**src/design/shs_pkg.sv**
```systemverilog
// shs_pkg: shared types and constants for the streaming superfasthash block
// holds the queue entry passed from the front end to the hash back end
// no dependencies
`default_nettype none

package shs_pkg;

    localparam int HASH_W      = 32;
    localparam int CFG_W       = 24;
    localparam int QUEUE_DEPTH = 2;
    localparam int QUEUE_PTR_W = 1;
    localparam int QUEUE_CNT_W = 2;

    typedef enum logic [2:0] {
        OP_NONE,
        OP_FULL,
        OP_TAIL1,
        OP_TAIL2,
        OP_TAIL3
    } t_op;

    typedef struct packed {
        logic [HASH_W-1:0] word;
        logic [HASH_W-1:0] seed;
        t_op               op;
        logic              first;
        logic              last;
        logic              len_zero;
        logic              len_err;
    } t_entry;

endpackage

`default_nettype wire

```
**src/design/shs_front.sv**
```systemverilog
// shs_front: accepts message words, tracks byte count and classifies each word
// holds the length register; uses shs_pkg for the entry type
`default_nettype none

module shs_front #(
    parameter int LENGTH_BITS = 24
) (
    input  wire logic                      i_clk,
    input  wire logic                      i_rst_n,
    input  wire logic                      i_cfg_we,
    input  wire logic [shs_pkg::CFG_W-1:0] i_cfg_wdata,
    input  wire logic                      i_valid,
    input  wire logic [shs_pkg::HASH_W-1:0] i_word,
    input  wire logic                      i_last,
    input  wire logic                      i_push_ready,
    output shs_pkg::t_entry                o_entry,
    output logic                           o_push
);

    logic [LENGTH_BITS-1:0] r_len;
    logic [LENGTH_BITS-1:0] r_cons;
    logic                   r_active;
    logic                   r_err;

    logic [LENGTH_BITS-1:0] n_cons;
    logic                   n_err;
    logic [LENGTH_BITS-1:0] cons;
    logic [LENGTH_BITS:0]   diff;
    logic [shs_pkg::HASH_W-1:0] cfg_ext;
    logic                   first;
    logic                   len_zero;
    shs_pkg::t_op           op;

    assign o_push  = i_valid && i_push_ready;
    assign cfg_ext = shs_pkg::HASH_W'(i_cfg_wdata);

    always_comb begin
        first    = !r_active;
        cons     = first ? '0 : r_cons;
        len_zero = (r_len == '0);
        diff     = {1'b0, r_len} - {1'b0, cons};
        n_cons   = cons;
        n_err    = first ? 1'b0 : r_err;
        if (diff[LENGTH_BITS] || diff == '0) begin
            op = shs_pkg::OP_NONE;
            if (!(first && len_zero)) begin
                n_err = 1'b1;
            end
        end else if (|diff[LENGTH_BITS-1:2]) begin
            op     = shs_pkg::OP_FULL;
            n_cons = cons + LENGTH_BITS'(4);
        end else begin
            unique case (diff[1:0])
                2'd1:    op = shs_pkg::OP_TAIL1;
                2'd2:    op = shs_pkg::OP_TAIL2;
                default: op = shs_pkg::OP_TAIL3;
            endcase
            n_cons = r_len;
        end

        o_entry.word     = i_word;
        o_entry.seed     = shs_pkg::HASH_W'(r_len);
        o_entry.op       = op;
        o_entry.first    = first;
        o_entry.last     = i_last;
        o_entry.len_zero = len_zero;
        o_entry.len_err  = n_err || (n_cons != r_len);
    end

    always_ff @(posedge i_clk) begin
        if (!i_rst_n) begin
            r_len    <= '0;
            r_cons   <= '0;
            r_active <= 1'b0;
            r_err    <= 1'b0;
        end else begin
            if (i_cfg_we) begin
                r_len <= cfg_ext[LENGTH_BITS-1:0];
            end
            if (o_push) begin
                if (i_last) begin
                    r_active <= 1'b0;
                    r_cons   <= '0;
                    r_err    <= 1'b0;
                end else begin
                    r_active <= 1'b1;
                    r_cons   <= n_cons;
                    r_err    <= n_err;
                end
            end
        end
    end

endmodule

`default_nettype wire

```
**src/design/shs_queue.sv**
```systemverilog
// shs_queue: short register queue between the front end and the hash back end
// uses shs_pkg for the entry type and queue depth
`default_nettype none

module shs_queue (
    input  wire logic      i_clk,
    input  wire logic      i_rst_n,
    input  wire logic      i_push,
    input  wire shs_pkg::t_entry i_entry,
    output logic           o_push_ready,
    input  wire logic      i_pop,
    output logic           o_pop_valid,
    output shs_pkg::t_entry o_entry
);

    shs_pkg::t_entry                 r_mem [shs_pkg::QUEUE_DEPTH];
    logic [shs_pkg::QUEUE_PTR_W-1:0] r_wptr;
    logic [shs_pkg::QUEUE_PTR_W-1:0] r_rptr;
    logic [shs_pkg::QUEUE_CNT_W-1:0] r_count;

    assign o_push_ready = (r_count != shs_pkg::QUEUE_CNT_W'(shs_pkg::QUEUE_DEPTH));
    assign o_pop_valid  = (r_count != '0);
    assign o_entry      = r_mem[r_rptr];

    always_ff @(posedge i_clk) begin
        if (i_push) begin
            r_mem[r_wptr] <= i_entry;
        end
    end

    always_ff @(posedge i_clk) begin
        if (!i_rst_n) begin
            r_wptr  <= '0;
            r_rptr  <= '0;
            r_count <= '0;
        end else begin
            if (i_push) begin
                r_wptr <= r_wptr + 1'b1;
            end
            if (i_pop) begin
                r_rptr <= r_rptr + 1'b1;
            end
            unique case ({i_push, i_pop})
                2'b10:   r_count <= r_count + shs_pkg::QUEUE_CNT_W'(1);
                2'b01:   r_count <= r_count - shs_pkg::QUEUE_CNT_W'(1);
                default: r_count <= r_count;
            endcase
        end
    end

endmodule

`default_nettype wire

```
**src/design/shs_back.sv**
```systemverilog
// shs_back: running hash update per word, then avalanche finish into the output register
// uses shs_pkg for the entry type and op codes
`default_nettype none

module shs_back (
    input  wire logic                       i_clk,
    input  wire logic                       i_rst_n,
    input  wire logic                       i_valid,
    input  wire shs_pkg::t_entry            i_entry,
    output logic                            o_pop,
    output logic                            o_valid,
    input  wire logic                       i_ready,
    output logic [shs_pkg::HASH_W-1:0]      o_hash,
    output logic                            o_err
);

    function automatic logic [31:0] sext8(input logic [7:0] b);
        return {{24{b[7]}}, b};
    endfunction

    function automatic logic [31:0] mix_full(input logic [31:0] h, input logic [31:0] w);
        logic [31:0] a;
        logic [31:0] t;
        a = h + {16'd0, w[15:0]};
        t = {w[31:16], 11'd0} ^ a;
        a = {a[15:0], 16'd0} ^ t;
        return a + (a >> 11);
    endfunction

    function automatic logic [31:0] mix_tail(input logic [31:0] h, input logic [31:0] w,
                                             input shs_pkg::t_op op);
        logic [31:0] a;
        a = h;
        unique case (op)
            shs_pkg::OP_TAIL3: begin
                a = a + {16'd0, w[15:0]};
                a = a ^ (a << 16);
                a = a ^ (sext8(w[23:16]) << 18);
                a = a + (a >> 11);
            end
            shs_pkg::OP_TAIL2: begin
                a = a + {16'd0, w[15:0]};
                a = a ^ (a << 11);
                a = a + (a >> 17);
            end
            shs_pkg::OP_TAIL1: begin
                a = a + sext8(w[7:0]);
                a = a ^ (a << 10);
                a = a + (a >> 1);
            end
            default: a = h;
        endcase
        return a;
    endfunction

    function automatic logic [31:0] avalanche(input logic [31:0] h);
        logic [31:0] a;
        a = h ^ (h << 3);
        a = a + (a >> 5);
        a = a ^ (a << 4);
        a = a + (a >> 17);
        a = a ^ (a << 25);
        return a + (a >> 6);
    endfunction

    logic [shs_pkg::HASH_W-1:0] r_hash;
    logic                       r_fin_valid;
    logic [shs_pkg::HASH_W-1:0] r_fin_hash;
    logic                       r_fin_zero;
    logic                       r_fin_err;
    logic                       r_out_valid;
    logic [shs_pkg::HASH_W-1:0] r_out_hash;
    logic                       r_out_err;

    logic [shs_pkg::HASH_W-1:0] h_in;
    logic [shs_pkg::HASH_W-1:0] n_hash;
    logic                       out_load;
    logic                       fin_free;

    assign out_load = !r_out_valid || i_ready;
    assign fin_free = !r_fin_valid || out_load;
    assign o_pop    = i_valid && (!i_entry.last || fin_free);
    assign o_valid  = r_out_valid;
    assign o_hash   = r_out_hash;
    assign o_err    = r_out_err;

    always_comb begin
        h_in = i_entry.first ? i_entry.seed : r_hash;
        if (i_entry.op == shs_pkg::OP_FULL) begin
            n_hash = mix_full(h_in, i_entry.word);
        end else begin
            n_hash = mix_tail(h_in, i_entry.word, i_entry.op);
        end
    end

    always_ff @(posedge i_clk) begin
        if (o_pop) begin
            r_hash <= n_hash;
        end
        if (o_pop && i_entry.last) begin
            r_fin_hash <= n_hash;
            r_fin_zero <= i_entry.len_zero;
            r_fin_err  <= i_entry.len_err;
        end
        if (out_load && r_fin_valid) begin
            r_out_hash <= r_fin_zero ? '0 : avalanche(r_fin_hash);
            r_out_err  <= r_fin_err;
        end
    end

    always_ff @(posedge i_clk) begin
        if (!i_rst_n) begin
            r_fin_valid <= 1'b0;
            r_out_valid <= 1'b0;
        end else begin
            if (out_load) begin
                r_out_valid <= r_fin_valid;
            end
            if (o_pop && i_entry.last) begin
                r_fin_valid <= 1'b1;
            end else if (out_load) begin
                r_fin_valid <= 1'b0;
            end
        end
    end

endmodule

`default_nettype wire

```
**src/design/superfast_hash_stream.sv**
```systemverilog
// superfast_hash_stream: 32-bit superfasthash over a stream of little-endian words
// top level; instantiates shs_front, shs_queue and shs_back, uses shs_pkg
//
// Write the message length in bytes through i_cfg_we / i_cfg_wdata before the
// first word; it is also the hash seed. The block takes one 32-bit word per
// cycle while the queue has room, with the byte-count subtract and compare in
// the front end and the running hash update in the back end. The tlast word
// produces one result (hash in tdata, length error flag in tuser) through the
// queue entry, the hash update into the finish register, then the avalanche
// output register. A two-entry queue lets input and output stall independently.
`default_nettype none

module superfast_hash_stream #(
    parameter int LENGTH_BITS = 24
) (
    input  wire logic        i_clk,
    input  wire logic        i_rst_n,
    input  wire logic        i_cfg_we,
    input  wire logic [23:0] i_cfg_wdata,
    input  wire logic        s_axis_tvalid,
    output logic             s_axis_tready,
    input  wire logic [31:0] s_axis_tdata,   // data_word
    input  wire logic        s_axis_tlast,
    output logic             m_axis_tvalid,
    input  wire logic        m_axis_tready,
    output logic [31:0]      m_axis_tdata,   // hash_value
    output logic [0:0]       m_axis_tuser    // length_error
);

    shs_pkg::t_entry push_entry;
    shs_pkg::t_entry pop_entry;
    logic            push;
    logic            push_ready;
    logic            pop;
    logic            pop_valid;
    logic            out_err;

    assign s_axis_tready   = push_ready;
    assign m_axis_tuser[0] = out_err;

    shs_front #(
        .LENGTH_BITS (LENGTH_BITS)
    ) u_front (
        .i_clk        (i_clk),
        .i_rst_n      (i_rst_n),
        .i_cfg_we     (i_cfg_we),
        .i_cfg_wdata  (i_cfg_wdata),
        .i_valid      (s_axis_tvalid),
        .i_word       (s_axis_tdata),
        .i_last       (s_axis_tlast),
        .i_push_ready (push_ready),
        .o_entry      (push_entry),
        .o_push       (push)
    );

    shs_queue u_queue (
        .i_clk        (i_clk),
        .i_rst_n      (i_rst_n),
        .i_push       (push),
        .i_entry      (push_entry),
        .o_push_ready (push_ready),
        .i_pop        (pop),
        .o_pop_valid  (pop_valid),
        .o_entry      (pop_entry)
    );

    shs_back u_back (
        .i_clk   (i_clk),
        .i_rst_n (i_rst_n),
        .i_valid (pop_valid),
        .i_entry (pop_entry),
        .o_pop   (pop),
        .o_valid (m_axis_tvalid),
        .i_ready (m_axis_tready),
        .o_hash  (m_axis_tdata),
        .o_err   (out_err)
    );

endmodule

`default_nettype wire

```
**config.mk**
```make
export PLATFORM = sky130hd
export DESIGN_NAME = superfast_hash_stream
export DESIGN_NICKNAME = d
export VERILOG_FILES = /design/src/design/shs_pkg.sv /design/src/design/shs_front.sv /design/src/design/shs_queue.sv /design/src/design/shs_back.sv /design/src/design/superfast_hash_stream.sv
export SDC_FILE = /design/constraint.sdc
export NUM_CORES = 1
export LEC_CHECK = 0
export ABC_CLOCK_PERIOD_IN_PS = 11900
export BUFFER_PORTS_ARGS = -buffer_cell sky130_fd_sc_hd__buf_4
export CORE_MARGIN = 3
export CORE_UTILIZATION = 36
export DETAILED_ROUTE_END_ITERATION = 10
export PLACE_DENSITY_LB_ADDON = 0.1
export SLEW_MARGIN = 30
export SYNTH_ARGS = -nofsm -noshare
export SYNTH_HDL_FRONTEND = slang
export SYNTH_SLANG_ARGS = --single-unit
export TNS_END_PERCENT = 100
```
**constraint.sdc**
```tcl
create_clock -name i_clk -period 11.9 [get_ports i_clk]
set_input_delay 1.19 -clock i_clk [delete_from_list [all_inputs] [get_ports i_clk]]
set_output_delay 1.19 -clock i_clk [all_outputs]
set_load 0.02 [all_outputs]
```
==> results of run 1 <==
[layout make-up]
class,instances,area (um2),area share
diodes,1,2.50,0.0000834
multi-input cells,2544,18200,0.607
clock buffers,40,895,0.0298
flip-flops and latches,282,7900,0.263
repair buffers,143,1120,0.0372
well taps,959,1200,0.0400
clock inverters,23,210,0.00700
inverters,125,469,0.0156
[cells by family (layout without fill, tap and decap cells)]
group / Yosys count / in the layout / share of synthesized area
XOR/XNOR: 408 / 408 / 0.140
multiplexers: 119 / 119 / 0.0455
other: 0 / 1 / 0
adder cells (fa/ha/maj): 229 / 229 / 0.109
AND/OR/NAND/NOR: 941 / 941 / 0.171
buffers and inverters: 226 / 331 / 0.0322
AO/OA/AOI/OAI: 847 / 847 / 0.209
flip-flops: 282 / 282 / 0.294
[metrics by stage]
step / hold slack, ns / area, um2 / utilization / cells
final: 0.443 / 30000 / 0.409 / 4117
after CTS: 0.434 / 30000 / 0.408 / 4115
after global placement: 0.407 / 28800 / 0.392 / 4050
after floorplan: 0.400 / 26900 / - / 3052
after detailed placement: 0.424 / 28900 / 0.393 / 4052
after global routing: 0.447 / 30000 / 0.409 / 4117
[worst paths after layout]
| check | to | slack (ns) | depth (start not counted) |
|---|---|---|---|
| worst max-delay path | u_back.r_hash[30] | 2.23 | 31 |
| worst min-delay path | u_back.o_err | 0.44 | 0 |
| worst min register to register | u_back.o_err | 0.44 | 0 |
| worst max register to register | u_back.r_hash[30] | 2.23 | 31 |
[per-layer routing]
layer	GRT usage	share of wire
met1	0.347	0.47
met2	0.383	0.44
met3	0.0477	0.073
met4	0.0556	0.024
met5	0	0.00013
[worst max-delay path: cells and delay by family (launching register included)]
family	cells	cell delay, ns
AOI/OAI and AO/OA	19	4.76
adders and majority gates	3	1.21
xor gates and xnor gates	3	0.93
and+or+nand+nor	3	0.84
buffers and inverters	2	0.82
DFF	1	0.52
muxes	1	0.28
[registers in the layout, summed over array words and instances (netlist names), named ones only]
signal,cells
u_back.r_fin_hash,32
u_back.r_hash,32
u_back.r_fin_err,1
u_front.r_err,1
u_queue.r_rptr,1
u_queue.r_wptr,1
u_front.r_len,24
u_front.r_active,1
u_queue.r_mem,126
u_back.o_hash,32
u_front.r_cons,24
u_back.r_fin_zero,1
u_queue.r_count,2
u_back.o_err,1
u_back.r_fin_valid,1
u_back.o_valid,1
[layout by cell type, fill, tap and decap left out, types with 10 or more instances in the layout]
cell type  netlist  layout
or3_1           30      30
buf_4            1     140
a211o_1         10      10
nand3_1         83      83
o21bai_1        37      37
a21oi_1        232     232
ha_1           220     220
clkbuf_16        0      35
mux2_2          25      25
mux2i_1         93      90
o21ai_0        155     154
a22oi_1         13      13
and2_1          31      31
a21boi_0        40      40
a211oi_1        30      30
dfxtp_1         57      56
nor3_1          47      46
nand2_1        283     283
clkinv_1         1      10
o31ai_1         17      17
and3_1          22      22
a21o_1          71      71
nand4_1         29      29
o21a_1          40      40
xor2_1         145     145
xnor2_1        249     247
o22ai_1         27      27
o211ai_1        27      27
nand2b_1        37      37
nor2b_1         72      70
edfxtp_1       225     225
or2_2           14      14
a31oi_1         18      18
nor2_1         220     216
nor4_1          21      20
inv_1          124     124
[cells in the mapped netlist, types with 10 or more instances]
| library cell | number | area, um2 |
|---|---|---|
| and2_1 | 31 | 194 |
| xnor2_1 | 249 | 2180 |
| o22ai_1 | 27 | 169 |
| ha_1 | 220 | 2750 |
| or2_2 | 14 | 87.6 |
| a21oi_1 | 232 | 1160 |
| nor2b_1 | 72 | 450 |
| nand2_1 | 283 | 1060 |
| inv_1 | 124 | 465 |
| edfxtp_1 | 225 | 6760 |
| nand3_1 | 83 | 415 |
| o21bai_1 | 37 | 278 |
| a211o_1 | 10 | 87.6 |
| xor2_1 | 145 | 1270 |
| a21boi_0 | 40 | 300 |
| a22oi_1 | 13 | 97.6 |
| a31oi_1 | 18 | 113 |
| nor2_1 | 220 | 826 |
| mux2_2 | 25 | 282 |
| mux2i_1 | 93 | 931 |
| o31ai_1 | 17 | 128 |
| nand2b_1 | 37 | 231 |
| nor3_1 | 47 | 235 |
| a21o_1 | 71 | 533 |
| nand4_1 | 29 | 181 |
| dfxtp_1 | 57 | 1140 |
| and3_1 | 22 | 138 |
| clkbuf_1 | 88 | 330 |
| a211oi_1 | 30 | 225 |
| nor4_1 | 21 | 131 |
| o21a_1 | 40 | 300 |
| or3_1 | 30 | 188 |
| o211ai_1 | 27 | 203 |
| o21ai_0 | 155 | 776 |
==> flow_summary_export.csv, run 1 <==
group,metric,value,unit
final_layout,num-nets-final,3422,
route,first_iter_violations,2179,
floorplanning,die_h,279,um
sta,fin_skew,0.0240,ns
floorplanning,core_area,73500,um2
clocking,cts_hold_buf,0,
floorplanning,io_pins,97,
worst_setup_path,required,12.24,ns
grt,grt_max_degree,64,
clocking,cts_sinks,282,
clocking,clockBufferDepth,3,
final_layout,area_growth,11.6,%
worst_setup_path,worst_ep_arrival_time,10.01,ns
floorplanning,fp-row-count,99,
yosys,syn-cell-area,26900,um2
sta,slew_violations,0,
clocking,numCtsBuffers,35,
sta,finalCriticalPeriod,9.67,ns
yosys,avgSynthCellArea,8.81,um2
clocking,tritoncts,"built",
grt,grt_overflow,0,
place,dp_slack,2.52,ns
sta,worst_pin_slew,1.06,ns
yosys,yosysSeqAreaShare,0.294,
min_path,min_path_type,"register to register",
run_status,outcome,"completed",
yosys,synth-seq-cells,282,
worst_setup_path,path_class,"register to register",
floorplanning,start_util,0.366,
floorplanning,fp.dieW,279,um
flow_run,maxCapViolations,0,
worst_setup_path,critPathMaxFanout,52,
route,num_vias,23700,
place,io_buffer_count,96,
yosys,synthCells,3052,
clocking,clk_pin_slew,0.06,ns
sta,maxSlewHeadroom,0.286,
route,drcViolationCount,0,
yosys,yosysUniqueCellTypes,99,
sta,fmax,0.103,GHz
final_layout,layout-drive-gt1-share,0.0906,
clocking,cts_setup_buffers,0,
route,detail-route-antenna-nets,0,
sta,min_period_over_period,0.813,
worst_setup_path,slowest_stage,"buf_4",
yosys,synth_edf_count,225,
worst_setup_path,crit_top_cell,"o21ai_0",
place,gp_congestion,1.04,
yosys,syn_nets,3343,
worst_setup_path,endpoint_kind,"register",
grt,grt_pass1_vias,23100,
sta,hold_viol,0,
min_path,hold_path_startpoint,"u_back.r_fin_err",
worst_setup_path,start_kind,"register",
clocking,cts_resized,0,
sta,rsz0062_at_grt,"no",
route,wl,97300,um
final_layout,nFillCells,7312,
floorplanning,dieArea,78000,um2
grt,grt_first_pass_wirelength,145000,um
yosys,yosys_most_used_dff,"edfxtp_1",
sta,setup_ws,2.23,ns
sta,finalSetupViolations,0,
route,dr.pass1.iters,6,
grt,antenna_found_initial,2,
clocking,cts.htree.levels,2,
clocking,clk_latency,0.57,ns
place,hpwl,77000,um
grt,track_usage,0.244,
route,routedWlPerCell,23.6,um
route,viasPerCell,5.76,
clocking,cts-root-buf,"clkbuf_16",
yosys,async_reset_ff_frac,0,
sta,fin_setup_tns,0,ns
yosys,ys_warn_count,0,
worst_setup_path,slowest_delay,0.71,ns
Power of run 1 is not shown: default switching activity piles up to over one toggle a cycle in this logic, so the estimate is an artifact.
==> run 2, diff against run 1 <==
Settings changed: ABC_AREA set to 1, ABC_CLOCK_PERIOD_IN_PS 11900 to 9900.
Clock period 11.9 ns to 9.9 ns, I/O delays scaled along.
==> run 2 against run 1 <==
Design area down 0.33%. Non-clock buffer count down 16. First-iteration DRC count down 17%. Final cell count up 18%. Sequential share of layout area up 0.079 points. Clock-buffer cell count unchanged. Largest cell class unchanged. Highest routed layer is now met4.
==> flow_summary_export.csv, run 2 <==
group,metric,value,unit
yosys,yosys_most_used_dff,"edfxtp_1",
final_layout,multiInputGateArea,17000,um2
yosys,synth_area_leaders,"edfxtp_1, nand2_1, ha_1",
floorplanning,start_util,0.366,
grt,top_usage_layer,"met2",
run_status,outcome,"completed",
yosys,post-synth-top-count-cell,"nand2_1",
clocking,clk_pin_slew,0.06,ns
flow_run,maxCapViolations,0,
worst_setup_path,crit_top_cell,"nand2_1",
worst_setup_path,worst_ep_arrival_time,8.45,ns
sta,finalCriticalPeriod,8.20,ns
floorplanning,io_pins,97,
final_layout,largest_reg_flops,126,
clocking,cts_sinks,282,
grt,antenna_found_initial,0,
clocking,cts_resized,0,
yosys,syn-cell-area,26800,um2
final_layout,layout_common_cells,"nand2_1, inv_1, a21oi_1",
final_layout,register_area,7900,um2
floorplanning,fp.dieW,279,um
worst_setup_path,endpoint_kind,"register",
sta,rsz0062_at_grt,"no",
final_layout,top_register,"u_queue.r_mem",
clocking,cts-root-buf,"clkbuf_16",
clocking,tritoncts,"built",
grt,grt_max_degree,65,
floorplanning,dieArea,77800,um2
clocking,cts.htree.levels,2,
yosys,synth_largest_area_cell,"edfxtp_1",
final_layout,layout-drive-gt1-share,0.0891,
grt,use_met3,0.0195,
yosys,ys_top_cells_by_count,"nand2_1, inv_1, a21oi_1",
worst_setup_path,critPathMaxFanout,64,
yosys,synth_edf_count,225,
final_layout,num-nets-final,4147,
route,wl,90600,um
worst_setup_path,required,10.16,ns
clocking,clk_latency,0.56,ns
route,drcViolationCount,0,
final_layout,area_growth,11.5,%
route,detail-route-antenna-nets,0,
sta,hold_viol,0,
floorplanning,fp-row-count,99,
clocking,numCtsBuffers,35,
route,first_iter_violations,1807,
yosys,yosysUniqueCellTypes,62,
route,dr.pass1.iters,6,
yosys,ys_warn_count,0,
worst_setup_path,slowest_delay,0.78,ns
worst_setup_path,path_class,"register to register",
grt,use_met1,0.331,
grt,met2_usage,0.362,
yosys,synthCells,3759,
final_layout,nFillCells,7818,
worst_setup_path,start_kind,"register",
clocking,cts_hold_buf,0,
sta,min_period_over_period,0.828,
place,hpwl,73300,um
sta,fmax,0.122,GHz
worst_setup_path,slowest_stage,"xor2_1",
yosys,avgSynthCellArea,7.14,um2
floorplanning,die_h,279,um
grt,grt_pass1_vias,23400,
clocking,cts_setup_buffers,0,
sta,maxSlewHeadroom,0.346,
yosys,syn_nets,4050,
grt,track_usage,0.227,
final_layout,diodes,0,
sta,fin_setup_tns,0,ns
sta,finalSetupViolations,0,
clocking,clockBufferDepth,3,
grt,grt_first_pass_wirelength,138000,um
sta,worst_pin_slew,0.978,ns
yosys,yosysSeqAreaShare,0.294,
yosys,synth_top_area_frac,0.252,
grt,grt_overflow,0,
final_layout,mostFrequentLayoutCell,"nand2_1",
route,num_vias,25200,
sta,slew_violations,0,
yosys,async_reset_ff_frac,0,
place,io_buffer_count,96,
yosys,synth-seq-cells,282,
route,routedWlPerCell,18.7,um
min_path,min_path_type,"register to register",
floorplanning,core_area,73300,um2
route,viasPerCell,5.20,
place,gp_congestion,0.968,
sta,fin_skew,0.0450,ns
## run 2: cell count changes after synthesis, sizes merged, moves of 84 or more
cell / before / now
a21oi: 232 / 345
inv: 124 / 451
xnor2: 249 / 66
o21ai: 160 / 244
nand3: 83 / 247
nor2: 221 / 305
nand2: 283 / 1026
## run 2: per-layer routing
metal,share of wire,wire (um)
met5,0,0
met4,0.025,2300
met3,0.047,4260
met2,0.44,39800
met1,0.49,44300
## run 2: path summary, 6_finish.rpt
path                                      from                end  slack, ns  cells past startpoint
worst min register to register  u_queue.r_rptr     u_queue.r_rptr       0.45                      1
worst min-delay path            u_queue.r_rptr     u_queue.r_rptr       0.45                      1
worst max register to register        register  u_back.r_hash[28]       1.70                     40
worst max-delay path                  register  u_back.r_hash[28]       1.70                     40
## run 2: area by class of cell
class	instances	share of cell area
multi-input combinational	2956	0.568
sequential	282	0.264
clock buffer	40	0.0302
timing repair buffer	127	0.0321
clock inverter	23	0.00841
inverter	454	0.0570
tap	959	0.0401
## run 2: critical path: cells and delay by family, from the launching register on
family	cells	cell delay, ns
flip-flops	1	0.32
adder cells (fa/ha/maj)	3	1.24
AND/OR/NAND/NOR	20	2.25
AO/OA/AOI/OAI	9	1.91
buffers and inverters	6	1.02
XOR/XNOR	2	1.13
## run 2: kinds of logic after synthesis
family          after synthesis  share of synthesized area
flops                       282                      0.294
buf+inv                     521                     0.0745
compound gates              734                      0.152
mux                          13                    0.00485
simple gates               1715                      0.273
xor+xnor                    265                     0.0921
fa+ha+maj                   229                      0.109
## run 2: per-stage QoR
step	setup WS (ns)	utilization	hold slack (ns)	cells	cell area [um2]
CTS	1.74	0.408	0.450	4841	29900
floorplan	2.98	-	0.400	3759	26800
detailed placement	1.78	0.392	0.442	4778	28800
finish	1.70	0.408	0.448	4841	29900
global placement	1.80	0.392	0.438	4777	28700
global route	0.793	0.408	0.483	4841	29900
Power of run 2 is left out for the same reason.
==> run 3, diff against run 2 <==
Settings changed: ABC_AREA 1 to 0, ABC_CLOCK_PERIOD_IN_PS 9900 to 8200.
Clock period 9.9 ns to 8.2 ns, I/O delays scaled along.
==> run 3 against run 2 <==
Die area rose by 0.22%. Non-clock buffer count up 274. Clock-buffer cell count increased by 10. Design area grew 8.2%. First-iteration DRC count rose by 20%. Sequential share of layout area down 2.0 points. Critical path depth decreased by 2. Largest cell class unchanged. Highest routed layer is now met5.
==> flow_summary_export.csv, run 3 (synthesized netlist as in run 1, its figures left out) <==
group,metric,value,unit
final_layout,area_growth,20.4,%
final_layout,largest_reg_flops,126,
final_layout,nFillCells,7277,
floorplanning,core_area,73500,um2
flow_run,maxCapViolations,0,
clocking,clk_pin_slew,0.06,ns
worst_setup_path,required,8.58,ns
clocking,cts_sinks,282,
route,routedWlPerCell,23.0,um
route,drcViolationCount,0,
clocking,clk_latency,0.54,ns
floorplanning,fp.dieW,279,um
final_layout,final_util,0.441,
route,wl_met1,48600,um
worst_setup_path,worst_ep_arrival_time,8.37,ns
clocking,cts.htree.levels,2,
final_layout,num-nets-final,3679,
grt,track_usage,0.251,
floorplanning,io_pins,97,
grt,antenna_found_initial,2,
worst_setup_path,slowest_stage,"or4_1",
route,viasPerCell,5.67,
final_layout,register_area,7900,um2
floorplanning,die_h,279,um
sta,slew_violations,0,
floorplanning,dieArea,78000,um2
sta,finalCriticalPeriod,7.98,ns
sta,fin_skew,0.0191,ns
sta,hold_viol,0,
worst_setup_path,endpoint_kind,"register",
route,wl,101000,um
final_layout,diodes,0,
clocking,clockBufferDepth,3,
place,gp_congestion,0.977,
clocking,cts-root-buf,"clkbuf_16",
sta,finalSetupViolations,0,
route,dr.pass1.iters,6,
place,io_buffer_count,96,
final_layout,layout_common_cells,"buf_4, nand2_1, xnor2_1",
worst_setup_path,crit_top_cell,"buf_4",
clocking,tritoncts,"built",
route,detail-route-antenna-nets,0,
place,hpwl,80400,um
grt,grt_pass1_vias,23500,
route,met3_length,6530,um
floorplanning,start_util,0.366,
sta,rsz0062_at_grt,"yes",
route,dr_wl_met2,42900,um
run_status,outcome,"completed",
final_layout,top_register,"u_queue.r_mem",
route,first_iter_violations,2171,
clocking,numCtsBuffers,34,
worst_setup_path,critPathMaxFanout,5,
route,top_layer,"met5",
sta,min_period_over_period,0.974,
clocking,cts_hold_buf,0,
worst_setup_path,start_kind,"register",
min_path,min_path_type,"register to register",
sta,worst_pin_slew,0.931,ns
sta,maxSlewHeadroom,0.379,
grt,grt_overflow,0,
worst_setup_path,path_class,"register to register",
sta,fmax,0.125,GHz
route,num_vias,24800,
final_layout,layout-drive-gt1-share,0.177,
grt,grt_max_degree,58,
worst_setup_path,slowest_delay,0.52,ns
floorplanning,fp-row-count,99,
grt,grt_first_pass_wirelength,149000,um
final_layout,multiInputGateArea,18600,um2
final_layout,mostFrequentLayoutCell,"buf_4",
run 3: cell count changes in the layout (fill, tap and decap cells not counted), moves of 38 or more:
cell | before | now
a21o_1 | 6 | 71
mux2i_1 | 13 | 90
inv_1 | 432 | 123
a21oi_1 | 339 | 228
nor2b_1 | 0 | 69
nand3_1 | 236 | 82
nand2_2 | 40 | 2
xor2_1 | 184 | 139
buf_4 | 126 | 395
xnor2_1 | 59 | 244
o21ai_0 | 217 | 143
nor2_1 | 285 | 213
nand2_1 | 983 | 281
run 3: cell type report:
type	instances	share of cell area
Tap cell	959	0.0371
Multi-Input combinational cell	2544	0.574
Clock inverter	10	0.00437
Clock buffer	50	0.0310
Timing Repair Buffer	401	0.0947
Inverter	125	0.0145
Sequential cell	282	0.244
run 3: repair_timing:
item | 4_1_cts | 5_1_grt
setup buffers | 5 | 7
gates cloned | 0 | 0
resized for setup | 12 | 83
endpoints found under the setup margin | 7 | 42
pin swaps | 8 | 42
run 3: worst paths after layout:
kind / from / depth (start not counted) / to / slack [ns]
min: u_back.r_fin_err / 0 / u_back.o_err / 0.43
min reg2reg: u_back.r_fin_err / 0 / u_back.o_err / 0.43
max: u_back.r_fin_hash[5] / 38 / u_back.o_hash[31] / 0.22
max reg2reg: u_back.r_fin_hash[5] / 38 / u_back.o_hash[31] / 0.22
run 3: metrics by stage:
step / cell area, um2 / instances / hold WS [ns] / setup TNS [ns] / setup WS [ns]
after detailed placement: 30700 / 4297 / 0.411 / -0.451 / -0.152
after global routing: 32400 / 4371 / 0.444 / -1.07 / -0.208
final: 32400 / 4371 / 0.426 / 0 / 0.217
after CTS: 31900 / 4362 / 0.428 / 0 / 0.00479
after global placement: 30700 / 4296 / 0.416 / -0.0522 / -0.0522
after floorplan: 26900 / 3052 / 0.400 / 0 / 0.0153
run 3: per-layer routing:
metal	vias up	GRT usage
met2	792	0.379
met1	12000	0.374
met3	114	0.0380
met4	2	0.0594
li1	11900	-
met5	-	0
run 3: worst max-delay path: cells and delay by family (launching register included):
kind	cells	cell delay [ns]
compound gates	15	2.72
simple gates	11	2.29
fa+ha+maj	4	1.15
buf+inv	5	0.59
flops	1	0.46
xor+xnor	2	0.40
mux	1	0.19
Power of run 3 is left out for the same reason.
